===== config.mk =====
export PLATFORM = sky130hd
export DESIGN_NAME = fully_associative_tlb_lru_top
export DESIGN_NICKNAME = d
export VERILOG_FILES = /design/src/rtl/fatlb_pkg.sv /design/src/rtl/fatlb_ctrl.sv /design/src/rtl/fatlb_dp.sv /design/src/rtl/fully_associative_tlb_lru_top.sv
export SDC_FILE = /design/constraint.sdc
export NUM_CORES = 2
export LEC_CHECK = 0
export ABC_AREA = 0
export BUFFER_PORTS_ARGS = -buffer_cell sky130_fd_sc_hd__buf_2
export CELL_PAD_IN_SITES_DETAIL_PLACEMENT = 2
export CELL_PAD_IN_SITES_GLOBAL_PLACEMENT = 2
export CORE_UTILIZATION = 35
export DETAILED_ROUTE_END_ITERATION = 7
export PLACE_DENSITY = 0.67
export SLEW_MARGIN = 10
export SYNTH_ARGS = -nofsm -noshare
export SYNTH_HDL_FRONTEND = slang
export SYNTH_HIERARCHICAL = 1
export SYNTH_SLANG_ARGS = --single-unit

===== constraint.sdc =====
create_clock -name aclk -period 7.4 [get_ports aclk]
set_input_delay 1.48 -clock aclk [delete_from_list [all_inputs] [get_ports aclk]]
set_output_delay 1.48 -clock aclk [all_outputs]
set_load 0.1 [all_outputs]

===== src/rtl/fatlb_pkg.sv =====
// Shared constants, types and codes for the fully associative TLB.
package fatlb_pkg;

    localparam int ENTRIES    = 16;
    localparam int PAGE_BITS  = 20;
    localparam int FRAME_BITS = 20;
    localparam int IDX_W      = $clog2(ENTRIES);
    localparam int COUNT_W    = 32;
    localparam int OP_W       = 2;

    // Stream widths: payload packed from bit 0, padded to whole bytes
    localparam int S_DATA_W = ((PAGE_BITS + FRAME_BITS + 7) / 8) * 8;
    localparam int M_DATA_W = ((FRAME_BITS + 2 * COUNT_W + 7) / 8) * 8;

    typedef enum logic [OP_W-1:0] {
        OP_LOOKUP = 2'd0,
        OP_INSERT = 2'd1,
        OP_FLUSH  = 2'd2
    } fatlb_op_t;

    // Commands from the controller to the datapath
    typedef struct packed {
        logic capture;
        logic execute;
    } fatlb_cmd_t;

endpackage


===== src/rtl/fatlb_ctrl.sv =====
// Controller state machine: capture an item, execute it, manage the output register valid.
module fatlb_ctrl
    import fatlb_pkg::*;
(
    input  logic       aclk,
    input  logic       aresetn,
    input  logic       s_tvalid,
    output logic       s_tready,
    output logic       m_tvalid,
    input  logic       m_tready,
    output fatlb_cmd_t cmd
);

    typedef enum logic {
        ST_IDLE,
        ST_EXEC
    } state_t;

    state_t state_reg, state_next;
    logic   out_valid_reg, out_valid_next;
    logic   exec_go;

    // Execute once the output register is free or being drained
    assign exec_go     = (state_reg == ST_EXEC) && (!out_valid_reg || m_tready);
    assign s_tready    = (state_reg == ST_IDLE);
    assign m_tvalid    = out_valid_reg;
    assign cmd.capture = s_tvalid && s_tready;
    assign cmd.execute = exec_go;

    // Next state and output valid
    always_comb begin
        state_next     = state_reg;
        out_valid_next = out_valid_reg;
        if (out_valid_reg && m_tready) begin
            out_valid_next = 1'b0;
        end
        unique case (state_reg)
            ST_IDLE: begin
                if (s_tvalid) begin
                    state_next = ST_EXEC;
                end
            end
            ST_EXEC: begin
                if (exec_go) begin
                    state_next     = ST_IDLE;
                    out_valid_next = 1'b1;
                end
            end
            default: state_next = ST_IDLE;
        endcase
    end

    // Hold state and output valid
    always_ff @(posedge aclk) begin
        if (!aresetn) begin
            state_reg     <= ST_IDLE;
            out_valid_reg <= 1'b0;
        end else begin
            state_reg     <= state_next;
            out_valid_reg <= out_valid_next;
        end
    end

endmodule


===== src/rtl/fatlb_dp.sv =====
// Datapath: entry stores, tag compare, LRU ranks, counters and result register.
module fatlb_dp
    import fatlb_pkg::*;
(
    input  logic                  aclk,
    input  logic                  aresetn,
    input  fatlb_cmd_t            cmd,
    input  logic [OP_W-1:0]       in_opcode,
    input  logic [PAGE_BITS-1:0]  in_page,
    input  logic [FRAME_BITS-1:0] in_frame,
    output logic                  out_hit,
    output logic [FRAME_BITS-1:0] out_frame,
    output logic [COUNT_W-1:0]    out_hit_count,
    output logic [COUNT_W-1:0]    out_miss_count
);

    localparam logic [IDX_W-1:0]   TOP_RANK  = IDX_W'(ENTRIES - 1);
    localparam logic [COUNT_W-1:0] COUNT_MAX = '1;

    // Captured item
    fatlb_op_t             op_reg;
    logic [PAGE_BITS-1:0]  page_reg;
    logic [FRAME_BITS-1:0] frame_in_reg;

    // Entry state
    logic [PAGE_BITS-1:0]  tag_reg   [ENTRIES];
    logic [FRAME_BITS-1:0] frame_reg [ENTRIES];
    logic [ENTRIES-1:0]    valid_reg, valid_next;
    logic [IDX_W-1:0]      rank_reg  [ENTRIES];
    logic [IDX_W-1:0]      rank_next [ENTRIES];
    logic [COUNT_W-1:0]    hits_reg, hits_next;
    logic [COUNT_W-1:0]    misses_reg, misses_next;

    // Result register
    logic                  hit_out_reg, hit_out_next;
    logic [FRAME_BITS-1:0] frame_out_reg, frame_out_next;

    // Match and victim search
    logic                  hit_any, inv_any;
    logic [IDX_W-1:0]      hit_idx, inv_idx, lru_idx, victim_idx, touch_idx;
    logic [IDX_W-1:0]      old_rank;
    logic                  touch;
    logic                  do_insert;

    // Compare all entries; lowest index wins
    always_comb begin
        hit_any = 1'b0;
        inv_any = 1'b0;
        hit_idx = '0;
        inv_idx = '0;
        lru_idx = '0;
        for (int k = ENTRIES - 1; k >= 0; k--) begin
            if (valid_reg[k] && (tag_reg[k] == page_reg)) begin
                hit_any = 1'b1;
                hit_idx = IDX_W'(k);
            end
            if (!valid_reg[k]) begin
                inv_any = 1'b1;
                inv_idx = IDX_W'(k);
            end
            if (rank_reg[k] == '0) begin
                lru_idx = IDX_W'(k);
            end
        end
    end

    // Pick the touched entry and update the recency order
    always_comb begin
        victim_idx = inv_any ? inv_idx : lru_idx;
        do_insert  = (op_reg == OP_INSERT);
        touch      = ((op_reg == OP_LOOKUP) && hit_any) || do_insert;
        touch_idx  = do_insert ? victim_idx : hit_idx;
        old_rank   = rank_reg[touch_idx];
        for (int k = 0; k < ENTRIES; k++) begin
            rank_next[k] = rank_reg[k];
            if (touch) begin
                if (IDX_W'(k) == touch_idx) begin
                    rank_next[k] = TOP_RANK;
                end else if (rank_reg[k] > old_rank) begin
                    rank_next[k] = rank_reg[k] - 1'b1;
                end
            end
        end
    end

    // Valid bits, counters and result
    always_comb begin
        valid_next     = valid_reg;
        hits_next      = hits_reg;
        misses_next    = misses_reg;
        hit_out_next   = 1'b0;
        frame_out_next = '0;
        unique case (op_reg)
            OP_LOOKUP: begin
                if (hit_any) begin
                    hit_out_next   = 1'b1;
                    frame_out_next = frame_reg[hit_idx];
                    if (hits_reg != COUNT_MAX) begin
                        hits_next = hits_reg + 1'b1;
                    end
                end else if (misses_reg != COUNT_MAX) begin
                    misses_next = misses_reg + 1'b1;
                end
            end
            OP_INSERT: begin
                valid_next[victim_idx] = 1'b1;
            end
            OP_FLUSH: begin
                valid_next  = '0;
                hits_next   = '0;
                misses_next = '0;
            end
            default: begin
                valid_next = valid_reg;
            end
        endcase
    end

    // Capture the item
    always_ff @(posedge aclk) begin
        if (cmd.capture) begin
            op_reg       <= fatlb_op_t'(in_opcode);
            page_reg     <= in_page;
            frame_in_reg <= in_frame;
        end
    end

    // Write tag and frame of the inserted entry
    always_ff @(posedge aclk) begin
        if (cmd.execute && do_insert) begin
            tag_reg[victim_idx]   <= page_reg;
            frame_reg[victim_idx] <= frame_in_reg;
        end
    end

    // Load the result register
    always_ff @(posedge aclk) begin
        if (cmd.execute) begin
            hit_out_reg   <= hit_out_next;
            frame_out_reg <= frame_out_next;
        end
    end

    // Control state: valid bits, ranks, counters
    always_ff @(posedge aclk) begin
        if (!aresetn) begin
            valid_reg  <= '0;
            hits_reg   <= '0;
            misses_reg <= '0;
            for (int k = 0; k < ENTRIES; k++) begin
                rank_reg[k] <= IDX_W'(k);
            end
        end else if (cmd.execute) begin
            valid_reg  <= valid_next;
            hits_reg   <= hits_next;
            misses_reg <= misses_next;
            for (int k = 0; k < ENTRIES; k++) begin
                rank_reg[k] <= rank_next[k];
            end
        end
    end

    // Counters change only together with the result register
    assign out_hit        = hit_out_reg;
    assign out_frame      = frame_out_reg;
    assign out_hit_count  = hits_reg;
    assign out_miss_count = misses_reg;

endmodule


===== src/rtl/fully_associative_tlb_lru_top.sv =====
// Top level of the fully associative TLB with LRU replacement.
// Each item (lookup, insert or flush) passes through the controller's ST_IDLE
// state, which captures it, and ST_EXEC, which searches all entries, updates
// the recency ranks and counters, and loads the result register; a new item
// is accepted only after the previous one has executed. The result
// register lets the next item be captured while a result still waits on
// m_tready; execution of that item waits until the result is taken.
// s_tuser carries the opcode, s_tdata the page and frame; m_tuser carries
// the hit flag, m_tdata the frame and both saturating counts.
module fully_associative_tlb_lru_top
    import fatlb_pkg::*;
(
    input  logic                aclk,
    input  logic                aresetn,
    input  logic                s_tvalid,
    output logic                s_tready,
    input  logic [S_DATA_W-1:0] s_tdata,   // page, frame_in
    input  logic [OP_W-1:0]     s_tuser,   // opcode
    output logic                m_tvalid,
    input  logic                m_tready,
    output logic [M_DATA_W-1:0] m_tdata,   // frame_out, hit_count, miss_count, zero pad
    output logic [0:0]          m_tuser    // hit
);

    localparam int M_PAD = M_DATA_W - FRAME_BITS - 2 * COUNT_W;

    fatlb_cmd_t            cmd;
    logic                  out_hit;
    logic [FRAME_BITS-1:0] out_frame;
    logic [COUNT_W-1:0]    out_hit_count;
    logic [COUNT_W-1:0]    out_miss_count;

    fatlb_ctrl u_ctrl (
        .aclk     (aclk),
        .aresetn  (aresetn),
        .s_tvalid (s_tvalid),
        .s_tready (s_tready),
        .m_tvalid (m_tvalid),
        .m_tready (m_tready),
        .cmd      (cmd)
    );

    fatlb_dp u_dp (
        .aclk           (aclk),
        .aresetn        (aresetn),
        .cmd            (cmd),
        .in_opcode      (s_tuser),
        .in_page        (s_tdata[PAGE_BITS-1:0]),
        .in_frame       (s_tdata[PAGE_BITS+FRAME_BITS-1:PAGE_BITS]),
        .out_hit        (out_hit),
        .out_frame      (out_frame),
        .out_hit_count  (out_hit_count),
        .out_miss_count (out_miss_count)
    );

    // Pack the result item
    assign m_tdata    = {{M_PAD{1'b0}}, out_miss_count, out_hit_count, out_frame};
    assign m_tuser[0] = out_hit;

endmodule


-- Yosys cells after proc, flatten, opt, wreduce, memory -nomap -nowiden
Memory sizes are Yosys's and may differ from the RTL's. A register that Yosys moved wholly into a read port is not among the register bits.
Index checks and enable logic that the tools add are counted.
- register bits after elaboration: 125
- logic and storage cells: 323
- memory bits (writable): 704
- memories: 3
- input bits: 46
- output and inout port bits: 91
- memory list (memory ; depth ; width ; rd ports ; clocked after Yosys merged registers in ; wr ports ; line ; RTL):
    u_dp.frame_reg ; 16 ; 20 ; 1 ; 1 ; 1 ; fatlb_dp.sv:27 ; logic [FRAME_BITS-1:0] frame_reg [ENTRIES];
    u_dp.tag_reg ; 16 ; 20 ; 16 ; 0 ; 1 ; fatlb_dp.sv:26 ; logic [PAGE_BITS-1:0] tag_reg [ENTRIES];
    u_dp.rank_reg ; 16 ; 4 ; 17 ; 0 ; 16 ; fatlb_dp.sv:29 ; logic [IDX_W-1:0] rank_reg [ENTRIES];
- order comparisons: 18
- reduce and logical (&&, ||, !) cells: 50
- eq/ne operators: 39
- add/subtract/negate cells: 18
- mux-type cells: 168
- bitwise gates (word level): 18
- operators with widths (operator ; number):
    4-bit two-way mux ; 114
    20-bit == test ; 16
    32-bit two-way mux ; 4
    32-bit case mux with 2 select lines ; 2
    4-bit zero test ; 17
    32-bit by 1-bit adder with 32-bit output, second input constant ; 2
    4-bit greater-than comparator ; 16
    32-bit != test, second input constant ; 2
    4-bit by 1-bit subtractor with 4-bit output, second input constant ; 16
    1-bit two-way mux ; 45
    4-bit == test, first input constant ; 8
    16-bit case mux with 2 select lines ; 1
    1-bit logical AND ; 22
    3-bit by 4-bit == test with 1-bit output, first input constant ; 4
    1-bit OR ; 16
    16-bit OR ; 1
    2-bit by 4-bit == test with 1-bit output, first input constant ; 2
    4-bit AND reduction ; 2
    2-bit != test, second input constant ; 3
    4-bit by 5-bit less-than comparator with 1-bit output, second input constant ; 1
    1-bit demux with 4-bit select ; 1
    1-bit by 4-bit == test with 1-bit output, first input constant ; 1
    4-bit by 1-bit >= comparator with 1-bit output, second input constant ; 1
    2-bit AND reduction ; 2
    9 further kinds ; 12

-- Depth between registers and ports, before layout
An unclocked memory read counts as a cell.
- depth after elaboration: 26
- gate-level depth with buffers: 22
- mapped depth without buffers: 20

-- Modules after synthesis
The synthesis kept the hierarchy.
- modules (own cells, without submodules) (module ; instances ; area an instance (µm²) ; sequential area each (µm²) ; cells an instance):
    fatlb_dp ; 1 ; 38252.9 ; 24633.6 ; 2829
    fatlb_ctrl ; 1 ; 110.1 ; 40.0 ; 10
    fully_associative_tlb_lru_top ; 1 ; 33.8 ; 0.0 ; 5

-- Worst setup path after synthesis
No wires, ideal clock.
- path type: register to register
- from: register u_dp/page_reg[11] (netlist name)
- to: memory u_dp/rank_reg[2][0] (netlist bit), enable pin
- clock period less this slack: 5.777 ns
- slack: 1.623 ns
- library setup time: 0.347 ns
- cell stages (with the launch flop): 15
- buffers on the path: 1
- data arrival time: 5.430 ns
- data required time: 7.053 ns
- path through: edfxtp_1 -> buf_2 -> xor2_1 -> or4b_1 -> or4_1 -> o311a_1 -> a2111oi_4 -> a211oi_4 -> mux2i_1 -> mux2i_1 -> a221o_1 -> nor3_1 -> ha_1 -> a41o_1 -> a31oi_1
- RTL lines (item ; line):
    end, declared ; fatlb_dp.sv:29

==> results.txt <==
----------------------------------------------------
[Drt]
  Via total after detailed routing ... 25328
  Antenna Violating Nets Remaining ... 0
  Routed WL ... 126000 um
  DRC violations left ... 0
  Final routed wire length divided by cell count ... 27.8 um
  Number of iterations in the first detailed-routing pass ... 5
  Per-cell via count in the routed design ... 5.57
  Iteration-0 DRC Markers ... 1652

[Floorplan]
  Die height ... 333 um
  Initial Utilization ... 0.353
  Die outline width ... 333 um
  Placeable Area ... 109000 um2
  I/O pin total ... 137
  Placement row count ... 121
  DIE AREA ... 111000 um2

[Timing]
  Aggregate negative setup slack ... 0 ns
  Pins Over Slew Limit ... 0
  Total count of hold-check failures in the final report ... 0
  Clock period minus worst slack ... 6.96 ns
  PnR worst setup slack ... 0.441 ns
  Worst-case clock skew ... 0.0593 ns
  Headroom to the max-slew limit ... 0.238
  Final Hold Slack ... 0.511 ns
  Peak Freq ... 144 MHz
  Unrepaired setup endpoints after global routing ... no
  Final number of setup-violating endpoints ... 0
  Slew @ Worst Pin ... 1.14 ns
  Fin crit share ... 0.940

[Synthesis]
  Share of flip-flops with an asynchronous set or reset after synthesis ... 0
  Synthesized instance count ... 2844
  Warnings from Yosys ... 6
  Post-synth top flop ... sky130_fd_sc_hd__edfxtp_1
  Seq/Total Area, Yosys ... 0.643
  Total of flip-flops plus latches after synthesis ... 849
  Number of enable-type register cells in the synthesized netlist ... 767
  Yosys cell types ... 83
  Mapped Area ... 38400 um2
  Average footprint of a synthesized cell ... 13.5 um2

[Pwr]
  Relative contribution of combinational cells to total power ... 0.063
  Clk pwr share ... 0.454
  Leakage component of the power ... 14.4 nW
  Switching power share of the total ... 0.237
  Switching power total ... 2.65 mW
  Reg power frac ... 0.483
  Int Power ... 8.52 mW
  Areal power density over the cells ... 251 nW/um2
  Peak ir drop on the vdd network ... 0.170 mV

[Worst setup path]
  Gate family responsible for the most delay along the worst path ... compound AO/OA/AOI/OAI gates
  Slowest-stage cell, CP ... sky130_fd_sc_hd__a211oi_4
  Maximum fanout count along the critical path ... 28
  Largest stage delay on the critical path ... 0.92 ns
  Critical-path cell list ... buf_4 -> xnor2_1 -> nand4_1 -> nor4_1 -> nand4b_1 -> o21ai_0 -> a2111oi_4 -> a211oi_4 -> buf_4 -> a21oi_1 -> a221oi_1 -> nand2_1 -> buf_4 -> ha_1 -> nor2b_1 -> o21ai_0 -> nand2b_1 -> a21oi_1 -> a41o_1 -> a31oi_1
  Setup CP Type ... register to register
  R2R depth ... 20
  Worst Setup End Kind ... register
  Data required time of the worst path ... 7.72 ns
  Worst reg2reg path startpoint ... u_dp/page_reg[0]
  Critical path buffers and inverters ... 3
  CP Launch Point ... u_dp/page_reg[0]
  Data arrival time of the critical path ... 7.28 ns
  Count of cell instances traversed by the critical path ... 20
  Critical path launch point type ... register
  Library cell appearing most often on the critical path ... sky130_fd_sc_hd__buf_4

[Finish]
  Post-route insts no fill ... 4546
  Cell area after layout ... 44500 um2
  Fill cell instance count of the final layout ... 10723
  Net count, final ... 3182
  Number of antenna repair diodes ... 0
  Area growth, synth to finish ... 15.9%
  Multi-input combinational cell area ... 13100 um2
  Flip-flop and latch area ... 24700 um2
  Fraction of final layout cells with drive strength greater than 1 ... 0.135

[Global route]
  Total congestion overflow after global routing ... 0
  Number of antenna violations at the first check in global routing ... 2
  Vias in the first global route ... 28297
  Largest net degree at the start of global routing ... 66
  Global-route usage over all layers ... 0.226
  Global-route wire length before repair ... 189000 um

[Clock tree]
  CTS root buffer ... sky130_fd_sc_hd__clkbuf_16
  H-Tree Depth ... 3
  Post-cts resize count ... 0
  Worst-skew pair later-pin latency ... 0.69 ns
  Clock slew at the register clock pins of the worst setup and hold paths ... 0.06 ns
  Buffers inserted by post-CTS timing repair ... 0
  Number of buffers inserted during clock tree synthesis ... 98
  Maximum number of buffers from clock root to sink ... 3
  Number of sinks driven by the clock tree ... 849
  Cts hold-fix bufs ... 0
  TritonCTS clock tree ... built

[Place]
  Cell area reported after detailed placement ... 41200 um2
  IO buf count ... 132
  Cell total after placement ... 4365
  DP HPWL ... 80700 um
  Worst slack after detailed placement ... 0.550 ns
  Weighted congestion at the end of routability-driven global placement ... 0.834

[Hold path]
  Hold Path Stages ... 2
  Hold crit path type ... register to register
  Launch point of the worst hold path ... u_dp/out_hit_count[9]

[Flow run]
  Max-capacitance violation count ... 0

[Outcome]
  Outcome ... finished, final reports clean

----------------------------------------------------
==> per-layer routing <==
metal | vias up | global-route usage | wire length, um
met5 | - | 0 | 17
met4 | 2 | 0.0529 | 2360
met3 | 173 | 0.0297 | 4380
met2 | 511 | 0.404 | 64700
met1 | 13487 | 0.289 | 55000
li1 | 11155 | - | -
==> logic make-up after synthesis <==
kind of cell / after synthesis / synth area share
other cells: 1 / 0.0000977
mux: 182 / 0.0475
xor+xnor: 403 / 0.0919
compound gates: 334 / 0.0588
fa+ha+maj: 85 / 0.0277
buf+inv: 185 / 0.0209
simple gates: 805 / 0.111
flops: 849 / 0.643
==> worst reg2reg max path, cell delays in order, from the launching register on <==
cell                        delay, ns
sky130_fd_sc_hd__edfxtp_1        0.89
sky130_fd_sc_hd__buf_4           0.37
sky130_fd_sc_hd__xnor2_1         0.24
sky130_fd_sc_hd__nand4_1         0.17
sky130_fd_sc_hd__nor4_1          0.42
sky130_fd_sc_hd__nand4b_1        0.27
sky130_fd_sc_hd__o21ai_0         0.53
sky130_fd_sc_hd__a2111oi_4       0.12
sky130_fd_sc_hd__a211oi_4        0.92
sky130_fd_sc_hd__buf_4           0.48
sky130_fd_sc_hd__a21oi_1         0.13
sky130_fd_sc_hd__a221oi_1        0.38
sky130_fd_sc_hd__nand2_1         0.12
sky130_fd_sc_hd__buf_4           0.22
sky130_fd_sc_hd__ha_1            0.33
sky130_fd_sc_hd__nor2b_1         0.15
sky130_fd_sc_hd__o21ai_0         0.09
sky130_fd_sc_hd__nand2b_1        0.09
sky130_fd_sc_hd__a21oi_1         0.07
sky130_fd_sc_hd__a41o_1          0.20
sky130_fd_sc_hd__a31oi_1         0.42
==> power groups by stage <==
stage	Sequential, mW	Combinational, mW	Clock (mW)
2_1_floorplan	5.48	0.424	0
3_3_place_gp	5.48	0.660	0
3_5_place_dp	5.50	0.705	0
4_1_cts	5.39	0.715	5.20
5_1_grt	5.40	0.769	5.36
6_report	5.39	0.709	5.08
==> area by class of cell <==
type | instances | area share
Inverter | 62 | 0.00523
Clock buffer | 126 | 0.0584
Multi-Input combinational cell | 1813 | 0.295
Tap cell | 1414 | 0.0397
Clock inverter | 55 | 0.0161
Sequential cell | 849 | 0.554
Timing Repair Buffer | 227 | 0.0317
==> final timing paths <==
check	to	slack, ns
min	u_dp/out_hit_count[9]	0.51
max reg2reg	u_dp/rank_reg[1][1]	0.44
min reg2reg	u_dp/out_hit_count[9]	0.51
max	u_dp/rank_reg[1][1]	0.44
==> placed cells by master (no fill, tap or decap), types with 55 or more instances in the layout <==
cell                        netlist  final
sky130_fd_sc_hd__nor4_1          55     55
sky130_fd_sc_hd__nand4_1        136    136
sky130_fd_sc_hd__xor2_1         101    101
sky130_fd_sc_hd__buf_2           41    132
sky130_fd_sc_hd__nand2_1        181    181
sky130_fd_sc_hd__nand3_1         80     80
sky130_fd_sc_hd__mux2i_1        180    180
sky130_fd_sc_hd__ha_1            85     85
sky130_fd_sc_hd__dfxtp_1         82     82
sky130_fd_sc_hd__buf_4            9     92
sky130_fd_sc_hd__edfxtp_1       767    767
sky130_fd_sc_hd__inv_1           62     62
sky130_fd_sc_hd__xnor2_1        302    302
sky130_fd_sc_hd__a21oi_1        139    139
sky130_fd_sc_hd__nor2_1         137    121
sky130_fd_sc_hd__clkbuf_16        0     99
==> Yosys cell counts (21+ instances only) <==
library cell | n | area, um2
sky130_fd_sc_hd__edfxtp_1 | 767 | 23000
sky130_fd_sc_hd__xnor2_1 | 302 | 2650
sky130_fd_sc_hd__nand2_1 | 181 | 679
sky130_fd_sc_hd__mux2i_1 | 180 | 1800
sky130_fd_sc_hd__a21oi_1 | 139 | 696
sky130_fd_sc_hd__nor2_1 | 137 | 514
sky130_fd_sc_hd__nand4_1 | 136 | 851
sky130_fd_sc_hd__xor2_1 | 101 | 885
sky130_fd_sc_hd__ha_1 | 85 | 1060
sky130_fd_sc_hd__dfxtp_1 | 82 | 1640
sky130_fd_sc_hd__nand3_1 | 80 | 400
sky130_fd_sc_hd__clkbuf_1 | 66 | 248
sky130_fd_sc_hd__inv_1 | 62 | 233
sky130_fd_sc_hd__nor4_1 | 55 | 344
sky130_fd_sc_hd__nor3_1 | 46 | 230
sky130_fd_sc_hd__buf_2 | 41 | 205
sky130_fd_sc_hd__a221o_1 | 38 | 380
sky130_fd_sc_hd__o21ai_0 | 36 | 180
sky130_fd_sc_hd__nand2b_1 | 25 | 156
sky130_fd_sc_hd__nor3b_1 | 25 | 188
sky130_fd_sc_hd__nor2b_1 | 24 | 150
sky130_fd_sc_hd__o22ai_1 | 21 | 131
==> through the flow <==
step | power, mW | utilization
after floorplan | 5.90 | -
final | 11.2 | 0.409
after detailed placement | 6.20 | 0.378
after global placement | 6.14 | 0.378
after global routing | 11.5 | 0.409
after CTS | 11.3 | 0.409
Power figures use the tool's default switching activity.
